<file path="src/rtl/etbs_pkg.sv">
`default_nettype none
// ---------------------------------------------------------------------------
// Exponential search package
// Types and constants shared by the front end, the search engine and the top.
// ---------------------------------------------------------------------------
package etbs_pkg;

   localparam int TABLE_DEPTH = 1024;
   localparam int IDX_W       = $clog2(TABLE_DEPTH);
   localparam int EXT_W       = IDX_W + 1;
   localparam int POS_W       = 10;
   localparam int DATA_W      = 32;
   localparam int QDEPTH      = 2;
   localparam int QPTR_W      = 1;
   localparam int QCNT_W      = 2;

   typedef enum logic {
      OP_LOAD   = 1'b0,
      OP_SEARCH = 1'b1
   } op_type;

   typedef struct packed {
      op_type                    op;
      logic [POS_W-1:0]          index;
      logic signed [DATA_W-1:0]  data;
   } item_type;

   typedef struct packed {
      logic     valid;
      item_type item;
   } queue_type;

endpackage
`default_nettype wire

</file>
<file path="src/rtl/etbs_front.sv">
`default_nettype none
// ---------------------------------------------------------------------------
// Exponential search front end
// Accepts command beats, drops loads beyond the table and queues the rest.
// ---------------------------------------------------------------------------
module etbs_front (
   input  wire logic                             clock,
   input  wire logic                             reset,
   input  wire logic                             start,
   output logic                                  busy,
   input  wire logic                             req_kind,
   input  wire logic [etbs_pkg::POS_W-1:0]       req_entry_index,
   input  wire logic signed [etbs_pkg::DATA_W-1:0] req_entry_value,
   input  wire logic signed [etbs_pkg::DATA_W-1:0] req_search_key,
   output etbs_pkg::queue_type                   queue_out,
   input  wire logic                             queue_pop
);
   import etbs_pkg::*;

   item_type            slot_ff [QDEPTH];
   logic [QPTR_W-1:0]   wr_ptr_ff, wr_ptr_in;
   logic [QPTR_W-1:0]   rd_ptr_ff, rd_ptr_in;
   logic [QCNT_W-1:0]   count_ff, count_in;
   logic                accept;
   logic                push;
   logic                do_pop;
   item_type            new_item;

   assign busy   = (count_ff == QCNT_W'(QDEPTH));
   assign accept = start && !busy;

   always_comb begin
      new_item.op    = op_type'(req_kind);
      new_item.index = req_entry_index;
      new_item.data  = (req_kind == OP_SEARCH) ? req_search_key : req_entry_value;
   end

   assign push   = accept &&
                   !((new_item.op == OP_LOAD) && (32'(req_entry_index) >= TABLE_DEPTH));
   assign do_pop = queue_pop && (count_ff != '0);

   always_comb begin
      wr_ptr_in = push   ? QPTR_W'(wr_ptr_ff + 1'b1) : wr_ptr_ff;
      rd_ptr_in = do_pop ? QPTR_W'(rd_ptr_ff + 1'b1) : rd_ptr_ff;
      count_in  = QCNT_W'(count_ff + QCNT_W'(push) - QCNT_W'(do_pop));
   end

   always_ff @(posedge clock) begin
      if (reset) begin
         wr_ptr_ff <= '0;
         rd_ptr_ff <= '0;
         count_ff  <= '0;
      end else begin
         wr_ptr_ff <= wr_ptr_in;
         rd_ptr_ff <= rd_ptr_in;
         count_ff  <= count_in;
      end
   end

   always_ff @(posedge clock) begin
      if (push) begin
         slot_ff[wr_ptr_ff] <= new_item;
      end
   end

   always_comb begin
      queue_out.valid = (count_ff != '0);
      queue_out.item  = slot_ff[rd_ptr_ff];
   end

endmodule
`default_nettype wire

</file>
<file path="config.mk">
export PLATFORM = sky130hd
export DESIGN_NAME = etbs_front
export DESIGN_NICKNAME = d
export VERILOG_FILES = /design/src/rtl/etbs_pkg.sv /design/src/rtl/etbs_front.sv
export SDC_FILE = /design/constraint.sdc
export NUM_CORES = 1
export LEC_CHECK = 0
export ABC_AREA = 1
export BUFFER_PORTS_ARGS = -buffer_cell sky130_fd_sc_hd__buf_2
export CAP_MARGIN = 20
export CORE_ASPECT_RATIO = 2
export CORE_MARGIN = 4
export CORE_UTILIZATION = 25
export CTS_BUF_LIST = sky130_fd_sc_hd__clkbuf_16
export CTS_CLUSTER_SIZE = 30
export DETAILED_ROUTE_END_ITERATION = 12
export PLACE_DENSITY_LB_ADDON = 0.3
export REMOVE_ABC_BUFFERS = 1
export SLEW_MARGIN = 20
export SYNTH_ARGS = -nofsm -noshare
export SYNTH_HDL_FRONTEND = slang
export SYNTH_SLANG_ARGS = --single-unit
</file>
<file path="constraint.sdc">
create_clock -name clock -period 9.6 [get_ports clock]
set_input_delay 2.4 -clock clock [delete_from_list [all_inputs] [get_ports clock]]
set_output_delay 2.4 -clock clock [all_outputs]
set_load 0.01 [all_outputs]
</file>
## Word-level counts from Yosys, hierarchy flattened

Memory sizes are Yosys's and may differ from the RTL's. A register that Yosys moved wholly into a read port is not among the register bits.
Index checks and enable logic that the tools add are counted.

- Add/subtract/negate cells: 4
- Equal/unequal tests: 1
- Muxes and demuxes: 5
- Reduce and logical (&&, ||, !) cells: 4

Operators with widths:

| kind | number |
|---|---|
| $mux W32 | 1 |
| $mux W1 | 4 |
| $add A1 B1 Y1 const B | 2 |
| $add A2 B1 Y2 | 1 |
| $eq A2 B2 Y1 const B | 1 |
| $logic_and A1 B1 Y1 | 2 |
| $reduce_bool A2 Y1 | 1 |
| $sub A2 B1 Y2 | 1 |
| $logic_not A1 Y1 | 1 |

- Register bits after elaboration: 4
- Bits in writable memories: 86
- Input bits: 79
- Logic and storage cells: 18
- Memories: 1

Memory list:

| name | words | bits a word | read ports | clocked after memory_dff | write ports | RTL line | source |
|---|---|---|---|---|---|---|---|
| slot_ff | 2 | 43 | 1 | 1 | 1 | etbs_front.sv:20 | `item_type slot_ff [QDEPTH];` |

## Depth between registers and ports, before layout

Gate-level depths: netlist (run 1).

- Depth after elaboration: 5
- Mapped depth: 11
- Mapped depth without buffers: 11

## Least setup slack after synthesis (run 1)

No wires, ideal clock.

- Kind: input -> register
- From: input port start
- To: memory slot_ff[0][0] (netlist name), enable pin
- Setup time: 443 ps
- Arrival: 4277 ps
- Data required time: 9157 ps
- Path slack: 4880 ps
- Stages on the path: 2
- Path buffers: 0
- Cells stage by stage: nand2_1 -> nor2_1

- Cells in the longest elaborated chain, start to end: 3

RTL lines:

| item | RTL line | source |
|---|---|---|
| start, declared | etbs_front.sv:9 | `input wire logic start,` |
| $logic_and A1 B1 Y1 | etbs_front.sv:30 | `assign accept = start && !busy;` |
| $mux W1 | etbs_front.sv:61 | `if (push) begin` |
| $mux W1 (not written as such) | etbs_front.sv:62 | `slot_ff[wr_ptr_ff] <= new_item;` |
| end, declared | etbs_front.sv:20 |  |

Every way passes these cells.

==> results by group, run 1 <==
Worst setup path
  – Worst setup path end: queue_out[31]
  – Cells on worst reg2reg path: 4
  – Worst R2R Start: count_ff[0]
  – WS Path Type: flip-flop to primary output
  – CP Data Arrival Time: between 1.5 and 2 ns
  – Worst-path maximum fanout: between 40 and 50
  – Data required, critical path: just over 7 ns
  – Worst Setup End Kind: primary output
  – R2R setup slack: between 7 and 8 ns
  – Startpoint Class: flip-flop
  – R2R Path End: slot_ff[1][18]

Yosys
  – #FFs+latches synth: roughly 90
  – Synth cell types: 12
  – Area leader, netlist: edfxtp_1
  – Ys flop type: edfxtp_1
  – Yosys warnings: 0
  – Asr flop ratio synth: 0%
  – Register area share after synthesis: roughly 66%
  – Avg Inst Size Synth: slightly below 20 µm²
  – Post-synth EDFFs: 86
  – Most common cell in the netlist: edfxtp_1
  – Synth area leaders: edfxtp_1 63%, mux2_4 26%, dfxtp_1 2.5%
  – Top cells by count, synth: 86 x edfxtp_1, 70 x mux2_4, 10 x inv_1
  – Mapped Cells: roughly 210
  – Synth top area share: approximately 63%
  – Synth Cell Area: around 4000 µm²

Global route
  – Vias in the first global route: approximately 2400
  – GRT Residual Overflow: 0
  – Initial antenna violation count: 0
  – Total GRT Usage: under 10%
  – Pin count of the biggest net entering global routing: 44
  – Global-route wire length before repair: 12300 µm

Clock network
  – TritonCTS Buffers: 9
  – Clock Path Buffers: 2
  – Hold buffer count at CTS: 0
  – Clk root buf: clkbuf_16
  – Clock slew at reported path FFs: 0.06 ns
  – # Post-CTS Setup Buffers: 0
  – Number of gates resized after CTS: 0
  – H-tree depth: 3
  – CTS tree: done
  – Clk_lat worst skew: around 0.33 ns
  – Clock Sinks: between 90 and 100

Routing
  – DR vias/cell: ~4.0
  – DR pass1 iterations: 4
  – Iter 0 DRT Violations: 53
  – Drt drc: 0
  – Routed Antenna Nets: 0
  – Via Count: ~2100
  – Wirelength per Cell: about 15 µm
  – Routed wire length: about 8200 µm

Finish
  – Finished Layout Cells: 541
  – Fin nets: approximately 420
  – Number of diodes: 0
  – Layout cells sized above 1: ~64%
  – Filler instances: roughly 1600
  – Layout area overhead: 26.0%
  – Multi-input logic area: around 1200 µm²
  – Reg area: between 2000 and 3000 µm²

Power
  – Psw: between 0.3 and 0.4 mW
  – Sw frac: 26.4%
  – Max VDD drop: 0.000147 V
  – Power Internal: 0.903 mW
  – Leakage power: 2.15 nW
  – Clock Power Share: slightly below 30%
  – Power density over the cells: 239 nW/µm²
  – Seq pwr share: between 40% and 50%
  – Comb power frac: 25.3%

Timing
  – Relative max-transition margin: roughly a third
  – Post-route setup TNS: 0 ns
  – Final setup fails: 0
  – Worst slew pin tran: about 1.0 ns
  – Pins Over Slew Limit: 0
  – Skew final: approximately 0.0058 ns
  – Final period utilization: between 40% and 50%
  – Fmax: about 0.24 GHz
  – RSZ-0062 raised after global routing: no
  – Min Tclk post-route: about 4.2 ns
  – Fin. Hold Viols: 0
  – Final setup margin: ~5.4 ns

Floorplanning
  – Row count: 65
  – Initial core utilization: roughly a quarter
  – Core area: roughly 16000 µm²
  – Ports: around 120
  – Die height: between 150 and 200 µm
  – Die area: about 19000 µm²
  – Die width: 98.3 µm

Worst hold path
  – Hold Startpoint: rd_ptr_ff
  – Hold/Removal Path Class: flip-flop to flip-flop
  – Hold depth: 2

Placement
  – Setup slack at placement: about 5.6 ns
  – RePlAce Congestion: roughly 0.7
  – Placed Cells incl. Taps: 525
  – Port Buffer Count: roughly 120
  – DP Wirelength: approximately 5800 µm

Run status
  – Status: complete, no violations

Run
  – Maxcap violations: 0
-- cells by family after synthesis --
kind of cell,synth area share (%)
fa+ha+maj,0.614
compound gates,0.245
flops,65.8
buf+inv,4.27
mux,27.2
simple gates,1.93
-- area by class of cell --
| class | instances | area share [%] |
|---|---|---|
| Clock buffer | 9 | 4.38 |
| Tap cell | 201 | 4.90 |
| Multi-Input combinational cell | 99 | 23.9 |
| Clock inverter | 7 | 1.61 |
| Sequential cell | 91 | 52.3 |
| Timing Repair Buffer | 124 | 12.2 |
| Inverter | 10 | 0.731 |
-- metal layers --
layer / share of wire [%] / GRT usage (%) / vias to the layer above
met2: 58 / 16.7 / 65
met4: 2.9 / 5.73 / 0
met5: 0 / 0 / -
met1: 36 / 8.50 / 1027
met3: 3.6 / 1.78 / 11
li1: - / - / 1035
-- layout by cell type, fill, tap and decap left out --
master and count:
mux2_2 5, buf_4 2, inv_1 9, ha_1 2
clkinv_1 2, mux2_4 70, bufinv_16 2, clkinv_2 3
nand2_1 8, nor2_4 1, buf_2 122, dfxtp_4 1
nor2_1 8, a21oi_1 2, inv_2 1, clkbuf_16 9
dfxtp_1 4, edfxtp_1 86, nand3_1 3
-- power groups by stage --
stage          Combinational [mW]  Clock, mW  Sequential, mW
2_1_floorplan               0.210          0           0.553
3_3_place_gp                0.316          0           0.564
3_5_place_dp                0.320          0           0.567
4_1_cts                     0.321      0.375           0.559
5_1_grt                     0.339      0.389           0.566
6_report                    0.310      0.360           0.556
-- critical path, stage by stage (launching register included) --
cell and delay, ns:
dfxtp_4 0.91, mux2_2 0.43, buf_2 0.15
-- flip-flops by register name, indices dropped and copies added (netlist names), named ones only --
register / count
wr_ptr_ff: 1
slot_ff: 86
rd_ptr_ff: 1
count_ff: 2
-- worst min-delay path by stage --
| stage | endpoint | slack, ns |
|---|---|---|
| finish | rd_ptr_ff | 0.53 |
| detailed placement | flip-flop | 0.50 |
| global route | rd_ptr_ff | 0.57 |
| CTS | flip-flop | 0.53 |
| floorplan | flip-flop | 0.47 |
| global placement | rd_ptr_ff | 0.49 |
-- stage by stage --
stage / total power, mW / area, µm² / hold slack [ns] / utilization [%]
CTS: 1.26 / 5130 / 0.531 / 32.2
finish: 1.23 / 5140 / 0.528 / 32.2
global placement: 0.879 / 4830 / 0.489 / 30.3
detailed placement: 0.888 / 4830 / 0.502 / 30.3
floorplan: 0.763 / 3940 / 0.467 / -
global route: 1.29 / 5140 / 0.571 / 32.2
Note: power is estimated with default switching activity, not from simulation.
==> run 2, diff against run 1 <==
==> constraint.sdc (replaced) <==
create_clock -name clock -period 3.74 [get_ports clock]
set_input_delay 0.935 -clock clock [delete_from_list [all_inputs] [get_ports clock]]
set_output_delay 0.935 -clock clock [all_outputs]
set_load 0.01 [all_outputs]
==> results by group, run 2 (synthesis results as in run 1) <==
Finish
  – Fin nets: 418 (was 416)
  – Layout area overhead: 25.6% (was 26.0%)
  – Max reg flops: 86 (unchanged)
  – Layout cells sized above 1: 64.0% (was 63.5%)
  – Filler instances: 1651 (was 1622)
  – Reg area: 2690 µm² (unchanged)
  – Top reg by flops: slot_ff (unchanged)
  – Commonest non-fill, non-tap cell in the layout: buf_2 (unchanged)
  – Fin util: 32.1% (was 32.2%)
  – Finished Layout Cells: 543 (was 541)
  – Number of diodes: 0 (unchanged)
  – Largest regs: slot_ff x86, count_ff x2 (unchanged)
  – Multi-input logic area: 1230 µm² (unchanged)
  – Most frequent cells in the layout: 123 x buf_2, 86 x edfxtp_1, 70 x mux2_4 (was 122 x buf_2, 86 x edfxtp_1, 70 x mux2_4)
  – Final instance area: 5120 µm² (was 5140 µm²)

Routing
  – Routed wire length: 8640 µm (was 8170 µm)
  – Routed Antenna Nets: 0 (unchanged)
  – DR vias/cell: 4.01 (was 3.95)
  – Wirelength per Cell: 15.9 µm (was 15.1 µm)
  – Drt drc: 0 (unchanged)
  – DR pass1 iterations: 4 (unchanged)
  – Via Count: 2180 (was 2138)
  – Iter 0 DRT Violations: 69 (was 53)

Floorplanning
  – Row count: 65 (unchanged)
  – Die width: 98.3 µm (unchanged)
  – Ports: 124 (unchanged)
  – Core area: 15900 µm² (unchanged)
  – Initial core utilization: 25.6% (unchanged)
  – Die area: 18500 µm² (unchanged)
  – Die height: 189 µm (unchanged)

Timing
  – Fin. Hold Viols: 0 (unchanged)
  – Fmax: 0.364 GHz
  – Min Tclk post-route: roughly 2.7 ns
  – Post-route setup TNS: 0 ns (unchanged)
  – Worst slew pin tran: 1.03 ns (was 1.02 ns)
  – RSZ-0062 raised after global routing: no (unchanged)
  – Skew final: 0.00536 ns (was 0.00581 ns)
  – Pins Over Slew Limit: 0 (unchanged)
  – Final period utilization: between 70% and 80%
  – Final setup fails: 0 (unchanged)
  – Relative max-transition margin: 31.0% (was 32.0%)
  – Final hold slack: 0.517 ns (was 0.528 ns)

Clock network
  – TritonCTS Buffers: 9 (unchanged)
  – H-tree depth: 3 (unchanged)
  – Clk_lat worst skew: 0.34 ns (was 0.33 ns)
  – Clock slew at reported path FFs: 0.06 ns (about the same)
  – Clock Sinks: 91 (unchanged)
  – # Post-CTS Setup Buffers: 0 (unchanged)
  – Hold buffer count at CTS: 0 (unchanged)
  – Number of gates resized after CTS: 0 (unchanged)
  – Clk root buf: clkbuf_16 (unchanged)
  – CTS tree: done (unchanged)
  – Clock Path Buffers: 2 (unchanged)

Worst setup path
  – Buf/Inv on CP: 1 (unchanged)
  – R2R setup slack: 1.91 ns (was 7.76 ns)
  – Startpoint Class: flip-flop (unchanged)
  – Worst-path maximum fanout: 43 (unchanged)
  – WS Path Type: flip-flop to primary output (unchanged)
  – Worst Setup End Kind: primary output (unchanged)
  – CP max stage cell: dfxtp_4 (unchanged)
  – CP Data Arrival Time: 1.81 ns (was 1.83 ns)
  – Crit-path max cell delay: 0.89 ns (was 0.91 ns)
  – Cells along the critical path: mux2_2 > buf_2 (unchanged)
  – Crit-path leading delay family: flip-flops (unchanged)
  – Data required, critical path: 2.80 ns (was 7.20 ns)

Placement
  – Port Buffer Count: 123 (unchanged)
  – RePlAce Congestion: 0.697 (was 0.713)
  – DP Wirelength: 6060 µm (was 5750 µm)
  – Placement Cell Area: 4840 µm² (was 4830 µm²)
  – Placed Cells incl. Taps: 527 (was 525)

Global route
  – Vias in the first global route: 2499 (was 2399)
  – Global-route wire length before repair: 13000 µm (was 12300 µm)
  – Total GRT Usage: 9.40% (was 8.88%)
  – Initial antenna violation count: 0 (unchanged)
  – GRT Residual Overflow: 0 (unchanged)
  – Pin count of the biggest net entering global routing: 44 (unchanged)

Run status
  – Status: complete, no violations (unchanged)

Power
  – Power Internal: 2.20 mW (was 0.903 mW)
  – Comb power frac: 26.1% (was 25.3%)
  – Sw frac: 28.4% (was 26.4%)
  – Leakage power: 2.15 nW (about the same)
  – Seq pwr share: 46.5% (was 45.3%)
  – Clock Power Share: 27.4% (was 29.4%)
  – Max VDD drop: 0.000299 V (was 0.000147 V)
  – Psw: 0.872 mW (was 0.324 mW)
  – Power density over the cells: 600 nW/µm² (was 239 nW/µm²)

Worst hold path
  – Hold/Removal Path Class: flip-flop to flip-flop (unchanged)

Run
  – Maxcap violations: 0 (unchanged)
## run 2: worst paths after layout
check         startpoint        endpoint  cells past startpoint
min            rd_ptr_ff       flip-flop                      2
max reg2reg  count_ff[0]  slot_ff[1][35]                      4
min reg2reg    rd_ptr_ff       flip-flop                      2
max            flip-flop   queue_out[31]                      2
## run 2: cell type report
cell class	count	share of cell area, %
Clock buffer	9	4.40
Tap cell	201	4.91
Clock inverter	7	1.03
Sequential cell	91	52.5
Timing Repair Buffer	126	12.5
Multi-Input combinational cell	99	24.0
Inverter	10	0.733
## run 2: worst min-delay path, delay by kind of cell (launching register included)
family / cells / cell delay, ns
flops: 1 / 0.33
simple gates: 2 / 0.15
## run 2: routing by layer
layer | track usage, % | part of all wire (%) | up-vias
met4 | 5.58 | 2.7 | 0
li1 | - | - | 1043
met2 | 18.4 | 59 | 62
met1 | 8.36 | 34 | 1066
met5 | 0 | 0 | -
met3 | 2.26 | 4.6 | 9
## run 2: metrics by stage
stage / setup slack [ns] / power [mW]
5_1_grt: 0.886 / 3.25
6_report: 0.991 / 3.07
3_5_place_dp: 1.23 / 2.28
2_1_floorplan: 0.485 / 1.96
4_1_cts: 0.935 / 3.15
3_3_place_gp: 1.26 / 2.26
## run 2: power groups by stage
stage	combinational, mW	clock, mW	sequential, mW
after floorplan	0.539	0	1.42
after global placement	0.813	0	1.45
after detailed placement	0.826	0	1.46
after CTS	0.827	0.882	1.44
after global routing	0.877	0.925	1.45
final	0.801	0.841	1.43
==> run 3, diff against run 2 <==
==> constraint.sdc (replaced) <==
create_clock -name clock -period 2.65 [get_ports clock]
set_input_delay 0.6625 -clock clock [delete_from_list [all_inputs] [get_ports clock]]
set_output_delay 0.6625 -clock clock [all_outputs]
set_load 0.01 [all_outputs]
==> results by group, run 3 (synthesis results as in run 1) <==
Floorplanning
  – Die area: 18500 µm² (unchanged)
  – Initial core utilization: 25.6% (unchanged)
  – Core area: 15900 µm² (unchanged)
  – Die width: 98.3 µm (unchanged)
  – Die height: 189 µm (unchanged)
  – Ports: 124 (unchanged)
  – Row count: 65 (unchanged)

Clock network
  – # Post-CTS Setup Buffers: 0 (unchanged)
  – Clk root buf: clkbuf_16 (unchanged)
  – Clock Path Buffers: 2 (unchanged)
  – CTS tree: done (unchanged)
  – H-tree depth: 3 (unchanged)
  – TritonCTS Buffers: 9 (unchanged)
  – Clock slew at reported path FFs: 0.06 ns (about the same)
  – Hold buffer count at CTS: 0 (unchanged)
  – Clock Sinks: 91 (unchanged)
  – Number of gates resized after CTS: 0 (unchanged)
  – Clk_lat worst skew: 0.34 ns (about the same)

Timing
  – Final period utilization: between 80% and 90%
  – Fin. Hold Viols: 0 (unchanged)
  – RSZ-0062 raised after global routing: no (unchanged)
  – Worst slew pin tran: 0.516 ns (was 1.03 ns)
  – Min Tclk post-route: roughly 2.3 ns
  – Final setup margin: 0.335 ns (was 0.991 ns)
  – Final setup fails: 0 (unchanged)
  – Fmax: 0.432 GHz
  – Relative max-transition margin: 65.6% (was 31.0%)
  – Final hold slack: 0.490 ns (was 0.517 ns)
  – Pins Over Slew Limit: 0 (unchanged)
  – Post-route setup TNS: 0 ns (unchanged)
  – Skew final: 0.00709 ns (was 0.00536 ns)

Routing
  – Wire length on met1: 2950 µm (about the same)
  – Wirelength per Cell: 15.8 µm (was 15.9 µm)
  – Iter 0 DRT Violations: 46 (was 69)
  – DR pass1 iterations: 4 (unchanged)
  – DR vias/cell: 4.01 (about the same)
  – Routed Antenna Nets: 0 (unchanged)
  – Routed wire length: 8590 µm (was 8640 µm)
  – Drt drc: 0 (unchanged)
  – Max Used Layer: met4 (unchanged)
  – Via Count: 2185 (was 2180)
  – WL met3: 483 µm (was 401 µm)
  – Metal2 WL: 4920 µm (was 5060 µm)

Run status
  – Status: complete, no violations (unchanged)

Finish
  – Fin nets: 420 (was 418)
  – Largest regs: slot_ff x86, count_ff x2 (unchanged)
  – Commonest non-fill, non-tap cell in the layout: buf_2 (unchanged)
  – Fin util: 32.5% (was 32.1%)
  – Finished Layout Cells: 545 (was 543)
  – Layout area overhead: 26.9% (was 25.6%)
  – Filler instances: 1610 (was 1651)
  – Max reg flops: 86 (unchanged)
  – Most frequent cells in the layout: 123 x buf_2, 86 x edfxtp_1, 70 x mux2_4 (unchanged)
  – Layout cells sized above 1: 63.7% (was 64.0%)
  – Top reg by flops: slot_ff (unchanged)
  – Final instance area: 5180 µm² (was 5120 µm²)
  – Number of diodes: 0 (unchanged)

Global route
  – GRT Residual Overflow: 0 (unchanged)
  – Initial antenna violation count: 0 (unchanged)
  – Vias in the first global route: 2449 (was 2499)
  – Total GRT Usage: 9.48% (was 9.40%)
  – Global-route wire length before repair: 13200 µm (was 13000 µm)
  – Pin count of the biggest net entering global routing: 44 (unchanged)

Worst hold path
  – Hold/Removal Path Class: input port to flip-flop (was flip-flop to flip-flop)
  – Hold depth: 2 (unchanged)
  – Worst Hold End: count_ff[0]
  – Hold Startpoint: reset (was rd_ptr_ff)

Placement
  – DP Wirelength: 6100 µm (was 6060 µm)
  – Port Buffer Count: 123 (unchanged)
  – RePlAce Congestion: 0.687 (was 0.697)
  – Placed Cells incl. Taps: 529 (was 527)
  – Placement Cell Area: 4890 µm² (was 4840 µm²)
  – Setup slack at placement: 0.664 ns (was 1.23 ns)

Worst setup path
  – Cells on worst reg2reg path: 10 (was 4)
  – CP Data Arrival Time: 1.65 ns (was 1.81 ns)
  – Buf/Inv on CP: 2 (was 1)
  – Data required, critical path: 1.99 ns (was 2.80 ns)
  – R2R Path End: count_ff[1] (was slot_ff[1][35])
  – Crit-path leading delay family: buffers and inverters (was flip-flops)
  – R2R setup slack: 1.02 ns (was 1.91 ns)
  – CP max stage cell: buf_4 (was dfxtp_4)
  – Cells along the critical path: buf_4 > mux2_2 > buf_2 (was mux2_2 > buf_2)
  – Worst Setup End Kind: primary output (unchanged)
  – Crit-path max cell delay: 0.43 ns (was 0.89 ns)
  – Worst R2R Start: count_ff[0] (unchanged)
  – WS Path Type: flip-flop to primary output (unchanged)
  – Startpoint Class: flip-flop (unchanged)
  – Worst-path maximum fanout: 26 (was 43)

Run
  – Maxcap violations: 0 (unchanged)

Power
  – Leakage power: 2.18 nW (was 2.15 nW)
  – Total power: 4.38 mW (was 3.07 mW)
  – Max VDD drop: 0.000392 V (was 0.000299 V)
  – Power density over the cells: 847 nW/µm² (was 600 nW/µm²)
-- run 3: cell count changes in the layout (fill, tap and decap cells not counted), sizes merged --
cell | previous run | this run
buf | 126 | 128
bufinv | 0 | 1
clkinv | 4 | 3
-- run 3: layout make-up --
type	instances	area, µm²	area share (%)
clock buffer	9	225	4.35
clock inverter	7	56.3	1.09
inverter	10	37.5	0.725
multi-input combinational	99	1230	23.7
sequential	91	2690	51.9
tap	201	251	4.86
timing repair buffer	128	691	13.3
-- run 3: worst max-delay path by stage --
stage	end	from	slack [ns]	cells after the start
3_5_place_dp	queue_out[30]	flip-flop	0.66	3
3_3_place_gp	queue_out[30]	flip-flop	0.65	3
4_1_cts	queue_out[30]	flip-flop	0.28	3
5_1_grt	queue_out[30]	flip-flop	0.23	3
6_report	queue_out[30]	flip-flop	0.33	3
2_1_floorplan	slot_ff[0][0]	start	-0.33	2
-- run 3: where the power goes --
group          switching, mW  leakage [nW]  total (mW)  internal [mW]
Clock                  0.493         0.153        1.21          0.715
Combinational          0.632          1.19        1.27          0.641
Sequential            0.0615         0.845        1.90           1.84
-- run 3: per-layer routing --
metal	vias to the layer above	track usage [%]
met5	-	0
met3	12	2.63
met4	0	5.63
met2	61	17.5
met1	1068	9.13
li1	1044	-
